[config.mk]
export PLATFORM = sky130hd
export DESIGN_NAME = flash_controller_registers
export DESIGN_NICKNAME = d
export VERILOG_FILES = /design/src/hw/rtl/fcr_pkg.sv /design/src/hw/rtl/fcr_core.sv /design/src/hw/rtl/flash_controller_registers.sv
export SDC_FILE = /design/constraint.sdc
export NUM_CORES = 1
export LEC_CHECK = 0
export BUFFER_PORTS_ARGS = -buffer_cell sky130_fd_sc_hd__buf_2
export CORE_ASPECT_RATIO = 1.75
export CORE_MARGIN = 1
export CORE_UTILIZATION = 40
export DETAILED_ROUTE_END_ITERATION = 6
export GPL_TIMING_DRIVEN = 0
export REMOVE_ABC_BUFFERS = 1
export SLEW_MARGIN = 15
export SYNTH_ARGS = -nofsm -noshare
export SYNTH_HDL_FRONTEND = slang
export SYNTH_SLANG_ARGS = --single-unit
[constraint.sdc]
create_clock -name aclk -period 3.52 [get_ports aclk]
set_input_delay 0.352 -clock aclk [delete_from_list [all_inputs] [get_ports aclk]]
set_output_delay 0.352 -clock aclk [all_outputs]
set_load 0.02 [all_outputs]
[src/hw/rtl/fcr_pkg.sv]
// Shared types, codes and register layout constants of the flash controller register block.
package fcr_pkg;

    localparam int PAGE_BITS       = 7;
    localparam int FLASH_ADDR_BITS = 20;
    localparam int TICK_BITS       = 16;

    localparam logic [TICK_BITS-1:0] BUSY_TICKS_RESET = 16'd16;

    localparam logic [31:0] KEY_FIRST  = 32'h4567_0123;
    localparam logic [31:0] KEY_SECOND = 32'hCDEF_89AB;

    localparam logic [7:0] OFS_LATENCY = 8'h00;
    localparam logic [7:0] OFS_KEY     = 8'h08;
    localparam logic [7:0] OFS_STATUS  = 8'h20;
    localparam logic [7:0] OFS_CONTROL = 8'h28;

    // Status register bit positions
    localparam int ST_EOP     = 0;
    localparam int ST_OPERR   = 1;
    localparam int ST_PROGERR = 3;
    localparam int ST_WRPERR  = 4;
    localparam int ST_PGAERR  = 5;
    localparam int ST_SIZERR  = 6;
    localparam int ST_PGSERR  = 7;
    localparam int ST_OPTWERR = 13;
    localparam int ST_BSY     = 16;

    // Control register bit positions
    localparam int CR_PG   = 0;
    localparam int CR_PER  = 1;
    localparam int CR_MER  = 2;
    localparam int CR_PNB  = 3;
    localparam int CR_BWR  = 14;
    localparam int CR_STRT = 16;
    localparam int CR_LOCK = 31;

    // Index of two flags in the error flag word, and the word's width
    localparam int ERR_PGAERR = 3;
    localparam int ERR_PGSERR = 5;
    localparam int ERR_COUNT  = 7;

    typedef enum logic [1:0] {
        MODE_READ    = 2'd0,
        MODE_WRITE   = 2'd1,
        MODE_TICK    = 2'd2,
        MODE_PROGRAM = 2'd3
    } fcr_mode_t;

    typedef struct packed {
        logic [1:0]                 mode;
        logic [7:0]                 reg_offset;
        logic [31:0]                write_data;
        logic [FLASH_ADDR_BITS-1:0] flash_offset;
    } fcr_in_t;

    typedef struct packed {
        logic [31:0] read_data;
        logic        busy_res;
        logic        any_error;
    } fcr_out_t;

endpackage

[src/hw/rtl/fcr_core.sv]
// Register state and single-pass update logic of the flash controller register block.
module fcr_core
    import fcr_pkg::*;
(
    input  logic                 aclk,
    input  logic                 aresetn,
    input  logic                 advance,
    input  fcr_in_t              item,
    input  logic [TICK_BITS-1:0] busy_ticks,
    output fcr_out_t             result
);

    logic                 locked_reg, locked_next;
    logic                 key_stage_reg, key_stage_next;
    logic [3:0]           wait_states_reg, wait_states_next;
    logic                 pg_reg, pg_next;
    logic                 per_reg, per_next;
    logic                 mer_reg, mer_next;
    logic                 bwr_reg, bwr_next;
    logic                 strt_reg, strt_next;
    logic [PAGE_BITS-1:0] page_reg, page_next;
    logic [ERR_COUNT-1:0] err_reg, err_next;
    logic                 eop_reg, eop_next;
    logic [TICK_BITS-1:0] busy_reg, busy_next;

    logic                 busy_now;
    logic [TICK_BITS-1:0] busy_load;
    logic [ERR_COUNT-1:0] err_clear;
    logic [31:0]          status_view;
    logic [31:0]          control_view;
    logic [31:0]          read_value;
    logic                 prog_bad;

    assign busy_now  = (busy_reg != '0);
    assign busy_load = (busy_ticks == '0) ? TICK_BITS'(1) : busy_ticks;

    always_comb begin
        status_view                = '0;
        status_view[ST_EOP]        = eop_reg;
        status_view[ST_OPERR]      = err_reg[0];
        status_view[ST_PROGERR]    = err_reg[1];
        status_view[ST_WRPERR]     = err_reg[2];
        status_view[ST_PGAERR]     = err_reg[3];
        status_view[ST_SIZERR]     = err_reg[4];
        status_view[ST_PGSERR]     = err_reg[5];
        status_view[ST_OPTWERR]    = err_reg[6];
        status_view[ST_BSY]        = busy_now;

        control_view                          = '0;
        control_view[CR_PG]                   = pg_reg;
        control_view[CR_PER]                  = per_reg;
        control_view[CR_MER]                  = mer_reg;
        control_view[CR_PNB +: PAGE_BITS]     = page_reg;
        control_view[CR_BWR]                  = bwr_reg;
        control_view[CR_STRT]                 = strt_reg;
        control_view[CR_LOCK]                 = locked_reg;
    end

    // Write-one-to-clear mask for the error flags
    assign err_clear = {item.write_data[ST_OPTWERR], item.write_data[ST_PGSERR],
                        item.write_data[ST_SIZERR],  item.write_data[ST_PGAERR],
                        item.write_data[ST_WRPERR],  item.write_data[ST_PROGERR],
                        item.write_data[ST_OPERR]};

    always_comb begin
        locked_next      = locked_reg;
        key_stage_next   = key_stage_reg;
        wait_states_next = wait_states_reg;
        pg_next          = pg_reg;
        per_next         = per_reg;
        mer_next         = mer_reg;
        bwr_next         = bwr_reg;
        strt_next        = strt_reg;
        page_next        = page_reg;
        err_next         = err_reg;
        eop_next         = eop_reg;
        busy_next        = busy_reg;
        read_value       = '0;
        prog_bad         = 1'b0;

        unique case (fcr_mode_t'(item.mode))
            MODE_READ: begin
                unique case (item.reg_offset)
                    OFS_LATENCY: read_value = {28'd0, wait_states_reg};
                    OFS_STATUS:  read_value = status_view;
                    OFS_CONTROL: read_value = control_view;
                    default:     read_value = '0;
                endcase
            end
            MODE_WRITE: begin
                unique case (item.reg_offset)
                    OFS_LATENCY: wait_states_next = item.write_data[3:0];
                    OFS_KEY: begin
                        if (locked_reg) begin
                            if (!key_stage_reg && item.write_data == KEY_FIRST) begin
                                key_stage_next = 1'b1;
                            end else if (key_stage_reg && item.write_data == KEY_SECOND) begin
                                locked_next    = 1'b0;
                                key_stage_next = 1'b0;
                            end else begin
                                key_stage_next = 1'b0;
                            end
                        end
                    end
                    OFS_STATUS: begin
                        if (item.write_data[ST_EOP]) begin
                            eop_next = 1'b0;
                        end
                        err_next = err_reg & ~err_clear;
                    end
                    OFS_CONTROL: begin
                        if (!locked_reg && !busy_now) begin
                            pg_next   = item.write_data[CR_PG];
                            per_next  = item.write_data[CR_PER];
                            mer_next  = item.write_data[CR_MER];
                            bwr_next  = item.write_data[CR_BWR];
                            page_next = item.write_data[CR_PNB +: PAGE_BITS];
                            strt_next = 1'b0;
                            if (item.write_data[CR_STRT]) begin
                                if (item.write_data[CR_PER] || item.write_data[CR_MER]) begin
                                    strt_next = 1'b1;
                                    busy_next = busy_load;
                                end else begin
                                    err_next[ERR_PGSERR] = 1'b1;
                                end
                            end
                            if (item.write_data[CR_LOCK]) begin
                                locked_next    = 1'b1;
                                key_stage_next = 1'b0;
                            end
                        end
                    end
                    default: ;
                endcase
            end
            MODE_TICK: begin
                if (busy_now) begin
                    busy_next = busy_reg - TICK_BITS'(1);
                    if (busy_reg == TICK_BITS'(1)) begin
                        eop_next  = 1'b1;
                        strt_next = 1'b0;
                    end
                end
            end
            MODE_PROGRAM: begin
                if (!busy_now) begin
                    if (!pg_reg) begin
                        err_next[ERR_PGSERR] = 1'b1;
                        prog_bad             = 1'b1;
                    end
                    if (item.flash_offset[3:0] != 4'd0) begin
                        err_next[ERR_PGAERR] = 1'b1;
                        prog_bad             = 1'b1;
                    end
                    if (!prog_bad) begin
                        busy_next = busy_load;
                    end
                end
            end
            default: ;
        endcase
    end

    assign result.read_data = read_value;
    assign result.busy_res  = (busy_next != '0);
    assign result.any_error = (err_next != '0);

    always_ff @(posedge aclk) begin
        if (!aresetn) begin
            locked_reg      <= 1'b1;
            key_stage_reg   <= 1'b0;
            wait_states_reg <= '0;
            pg_reg          <= 1'b0;
            per_reg         <= 1'b0;
            mer_reg         <= 1'b0;
            bwr_reg         <= 1'b0;
            strt_reg        <= 1'b0;
            page_reg        <= '0;
            err_reg         <= '0;
            eop_reg         <= 1'b0;
            busy_reg        <= '0;
        end else if (advance) begin
            locked_reg      <= locked_next;
            key_stage_reg   <= key_stage_next;
            wait_states_reg <= wait_states_next;
            pg_reg          <= pg_next;
            per_reg         <= per_next;
            mer_reg         <= mer_next;
            bwr_reg         <= bwr_next;
            strt_reg        <= strt_next;
            page_reg        <= page_next;
            err_reg         <= err_next;
            eop_reg         <= eop_next;
            busy_reg        <= busy_next;
        end
    end

    // Start only stands while an operation is counting down
    a_strt_means_busy: assert property (@(posedge aclk) disable iff (!aresetn)
        strt_reg |-> busy_now)
        else $error("start bit set while not busy");

    // A pending first key only exists while locked
    a_key_stage_locked: assert property (@(posedge aclk) disable iff (!aresetn)
        key_stage_reg |-> locked_reg)
        else $error("key stage advanced while unlocked");

    // The last tick of an operation raises end-of-operation
    a_last_tick_eop: assert property (@(posedge aclk) disable iff (!aresetn)
        (advance && item.mode == MODE_TICK && busy_reg == TICK_BITS'(1)) |=>
            (eop_reg && busy_reg == '0))
        else $error("operation ended without end-of-operation");

endmodule

[src/hw/rtl/flash_controller_registers.sv]
// Top level of the flash controller register block: input register, core and result register.
// Pipeline: an accepted item is held in the input register, updates the core registers
//   as it advances, and its result is then held in the result register and shown on m_valid.
// Throughput: one item per cycle; the pipe stalls only when the result register is full
//   and m_ready is low, and accepts into the input register as the result drains.
// Reset: aresetn is synchronous and active low; it locks the block, clears all flags,
//   counters and both stage valids, and sets the busy tick count back to 16.
module flash_controller_registers
    import fcr_pkg::*;
(
    input  logic                 aclk,
    input  logic                 aresetn,

    input  logic                 s_valid,
    output logic                 s_ready,
    input  fcr_in_t              s_payload,

    output logic                 m_valid,
    input  logic                 m_ready,
    output fcr_out_t             m_payload,

    input  logic                 cfg_valid,
    output logic                 cfg_ready,
    input  logic [TICK_BITS-1:0] cfg_data
);

    logic                 in_valid_reg;
    fcr_in_t              in_item_reg;
    logic                 out_valid_reg;
    fcr_out_t             out_item_reg;
    logic [TICK_BITS-1:0] busy_ticks_reg;

    logic                 advance;
    fcr_out_t             core_result;

    // Advance the held item whenever the result register is free or draining
    assign advance   = in_valid_reg && (!out_valid_reg || m_ready);
    assign s_ready   = !in_valid_reg || advance;
    // Take a new busy tick count only once both stages have drained
    assign cfg_ready = !in_valid_reg && !out_valid_reg;
    assign m_valid   = out_valid_reg;
    assign m_payload = out_item_reg;

    // Busy tick count register; written only while the pipe is empty
    always_ff @(posedge aclk) begin
        if (!aresetn) begin
            busy_ticks_reg <= BUSY_TICKS_RESET;
        end else if (cfg_valid && cfg_ready) begin
            busy_ticks_reg <= cfg_data;
        end
    end

    // Input register: capture a new item as the previous one moves on
    always_ff @(posedge aclk) begin
        if (!aresetn) begin
            in_valid_reg <= 1'b0;
        end else if (s_ready) begin
            in_valid_reg <= s_valid;
        end
    end

    always_ff @(posedge aclk) begin
        if (s_valid && s_ready) begin
            in_item_reg <= s_payload;
        end
    end

    fcr_core u_core (
        .aclk       (aclk),
        .aresetn    (aresetn),
        .advance    (advance),
        .item       (in_item_reg),
        .busy_ticks (busy_ticks_reg),
        .result     (core_result)
    );

    // Result register: hold the result until the consumer takes it
    always_ff @(posedge aclk) begin
        if (!aresetn) begin
            out_valid_reg <= 1'b0;
        end else if (advance) begin
            out_valid_reg <= 1'b1;
        end else if (m_ready) begin
            out_valid_reg <= 1'b0;
        end
    end

    always_ff @(posedge aclk) begin
        if (advance) begin
            out_item_reg <= core_result;
        end
    end

    // A held item must move on once the result side is free
    a_no_stall_when_free: assert property (@(posedge aclk) disable iff (!aresetn)
        (in_valid_reg && !out_valid_reg) |=> out_valid_reg)
        else $error("item held although result register was free");

    // Drop no result: a full, unread result register blocks the core
    a_hold_unread_result: assert property (@(posedge aclk) disable iff (!aresetn)
        (out_valid_reg && !m_ready) |-> !advance)
        else $error("result overwritten before it was taken");

    // Hold a waiting result steady until it is taken
    a_result_stable: assert property (@(posedge aclk) disable iff (!aresetn)
        (out_valid_reg && !m_ready) |=> (out_valid_reg && $stable(out_item_reg)))
        else $error("waiting result changed before it was taken");

endmodule

==> flow_summary.yaml <==
placed_design:
  dp_hpwl_microns: 11900
  port_buffers: 85
  place.gp.congestion: 0.912
  pre_cts_ws_ps: -745
  placed_cells: 823
power_and_ir_drop:
  p_int_mw: 2.77
  leakage_nw: 2.62
  switching_power_mw: 1.02
  swShare: 0.269
  ir_worst_vdd_mv: 0.484
  p_seq_frac: 0.428
  comb_power_share: 0.112
  p_clk_frac: 0.460
  p_per_area_nw_per_um2: 544
final_layout:
  final_common_cell: "nand2_1"
  final_layout_size_suffix_gt1_frac: 0.216
  area_delta_synth_final_pct: 20.3
  final_cell_mix: "98 x nand2_1, 86 x buf_2, 62 x edfxtp_1"
  stdcell_count: 862
  nFillCells: 1278
  fin_nets: 763
  antenna_cells: 0
  largest_reg_flops: 46
synthesis:
  synth_cells: 589
  avgSynthCellArea_sq_um: 9.85
  async_flop_share: 0
  synth_cell_type_count: 71
  synth.area.mux_share: 0.0244
  synth-compound-area-share: 0.150
  synth_top_family_by_area: "simple AND/OR/NAND/NOR gates"
  syn_area_sq_um: 5800
  synth_fa_ha_area_frac: 0.0173
  synth_ff_type: "edfxtp_1"
  ys_ff_latch: 122
  synth_xor_area_frac: 0.00151
  synth_warnings: 0
  ys_seq_area_frac: 0.528
  synth-edff-count: 62
  yosys.area_share.simple: 0.226
detailed_routing:
  drtPass1Iterations: 7
  via_count: 4871
  vias_per_cell: 5.65
  drt-total-wl_microns: 16100
  ant_nets: 0
  drt_iter0_drc: 346
  drc: 0
  wl_per_cell_microns: 18.7
die:
  rows: 57
  die_x_microns: 93.0
  die_y_microns: 161
  core_area_sq_um: 14000
  pin_count: 120
  initial_core_util: 0.413
  dieArea_sq_um: 15000
timing:
  period_minus_slack_ps: 3420
  drv_slew: 0
  layout_setup_ws_ps: 100
  maxSlewHeadroom: 0.380
  worst_slew_pin_slew_ps: 921
  finalSetupViolations: 0
  fin_worst_skew_ps: 8.79
  rsz0062_at_grt: "no"
  hold_violations: 0
  fin_crit_sh: 0.971
  max_freq_mhz: 292
  worst_hold_slack_ps: 102
clock_tree:
  clockRootBuffer: "clkbuf_16"
  clock_path_buffers: 2
  tritoncts: "built"
  htreeDepth: 4
  cts_hold_buf: 0
  path_clk_slew_ps: 60
  cts_buffers: 17
  clock_latency_ps: 420
  cts.sink_count: 122
grt:
  first_global_vias: 4702
  grt_antenna_before_repair: 0
  grt_pass1_wl_microns: 24900
  grt_max_degree: 53
  gr-total-overflow: 0
  grt_use_total: 0.225
worst_hold_path:
  hold_path.startpoint: "s_payload[24]"
  min_path_type: "in -> reg"
setup_path:
  startpoint: "in_item_reg[60]"
  crit_slowest_cell: "a221oi_1"
  critPathMaxFanout: 12
  crit_required_ps: 3670
  cpPeakStageDelay_ps: 560
  worstPathCellList: "inv_1, ha_1, inv_1, nand3_1, a21o_1, a221oi_1, and4_1, and4_1, nand3_1"
  r2r_start: "in_item_reg[60]"
  path_class: "reg -> reg"
  end_kind: "flop"
  arrival_ps: 3570
  cp-start-kind: "flop"
run_status:
  status: "finished, final reports clean"
job:
  maxCapViolations: 0
-- critical path: cells and delay by family (launching register included) --
kind | cells | cell delay, ps
adders and majority gates | 1 | 390
AOI/OAI and AO/OA | 2 | 850
buffers and inverters | 2 | 490
and+or+nand+nor | 4 | 1010
DFF | 1 | 380
-- cell usage after synthesis (2+ instances only) --
cell / n / share of area
o31ai_1: 2 / 0.0026
nor4b_1: 3 / 0.0045
o22ai_1: 3 / 0.0032
a221oi_1: 2 / 0.0030
nor4_1: 14 / 0.015
nor3_1: 15 / 0.013
o41ai_1: 4 / 0.0060
nor2_1: 53 / 0.034
or3_1: 2 / 0.0022
mux2i_1: 13 / 0.022
buf_4: 19 / 0.025
a211oi_1: 14 / 0.018
a22o_1: 2 / 0.0030
inv_1: 10 / 0.0065
a211o_1: 3 / 0.0045
and2_1: 7 / 0.0076
clkbuf_1: 25 / 0.016
and4_1: 2 / 0.0030
a31oi_1: 4 / 0.0043
dfxtp_1: 60 / 0.21
o21a_1: 4 / 0.0052
a21o_1: 2 / 0.0026
buf_2: 2 / 0.0017
or4_4: 3 / 0.0058
nand3_1: 16 / 0.014
ha_1: 8 / 0.017
a21oi_1: 52 / 0.045
nand4_1: 8 / 0.0086
nor4_4: 3 / 0.011
or4bb_1: 2 / 0.0039
a22oi_1: 4 / 0.0052
nand2_1: 98 / 0.063
nor2b_1: 2 / 0.0022
edfxtp_1: 62 / 0.32
o21ai_0: 14 / 0.012
o211ai_1: 3 / 0.0039
a32oi_1: 2 / 0.0030
o311ai_0: 2 / 0.0030
nand4b_1: 2 / 0.0030
and3_1: 9 / 0.0097
or4_1: 4 / 0.0052
-- power groups by stage --
stage / Sequential (mW) / Clock [mW] / Combinational [mW]
6_report: 1.63 / 1.74 / 0.424
4_1_cts: 1.62 / 1.76 / 0.419
3_3_place_gp: 1.65 / 0 / 0.394
5_1_grt: 1.63 / 1.83 / 0.460
3_5_place_dp: 1.65 / 0 / 0.403
2_1_floorplan: 1.64 / 0 / 0.251
-- metal layers --
layer	vias to the layer above	wire length (microns)	GRT usage
met4	0	887	0.150
met1	2327	5700	0.228
met5	-	0	0
li1	2311	-	-
met3	46	648	0.0447
met2	187	8910	0.405
-- kinds of logic after synthesis --
group,after synthesis
AND/OR/NAND/NOR,255
AO/OA/AOI/OAI,129
flip-flops,122
buffers and inverters,59
multiplexers,14
adder cells (fa/ha/maj),8
other,1
XOR/XNOR,1
-- timing repair --
action	CTS	global route
setup endpoints to repair	12	1
resized for setup	3	2
pin swaps	3	2
setup buffers	7	0
endpoints found under the hold margin	0	0
-- final timing paths --
kind,end,slack [ps],cells past startpoint
setup / recovery,m_payload[1],100,9
hold / removal,in_item_reg[24],100,1
setup reg to reg,m_payload[1],100,9
hold reg to reg,u_core.page_reg[2],450,2
-- stage by stage --
step,setup TNS [ps],total power [mW],cell area [sq um],util
6_report,0,3.79,6970,0.496
5_1_grt,0,3.92,6970,0.496
4_1_cts,0,3.81,6970,0.496
3_5_place_dp,-3650,2.06,6310,0.449
3_3_place_gp,-12020,2.05,6250,0.445
2_1_floorplan,0,1.89,5600,-
-- layout make-up --
type | count | area, sq um | share of cell area
flip-flops and latches | 122 | 3060 | 0.439
multi-input cells | 425 | 2530 | 0.363
repair buffers | 95 | 531 | 0.0761
clock buffers | 17 | 425 | 0.0610
well taps | 177 | 221 | 0.0318
clock inverters | 15 | 163 | 0.0233
inverters | 11 | 42.5 | 0.00610
No activity file was read; power rests on OpenSTA's default activity.
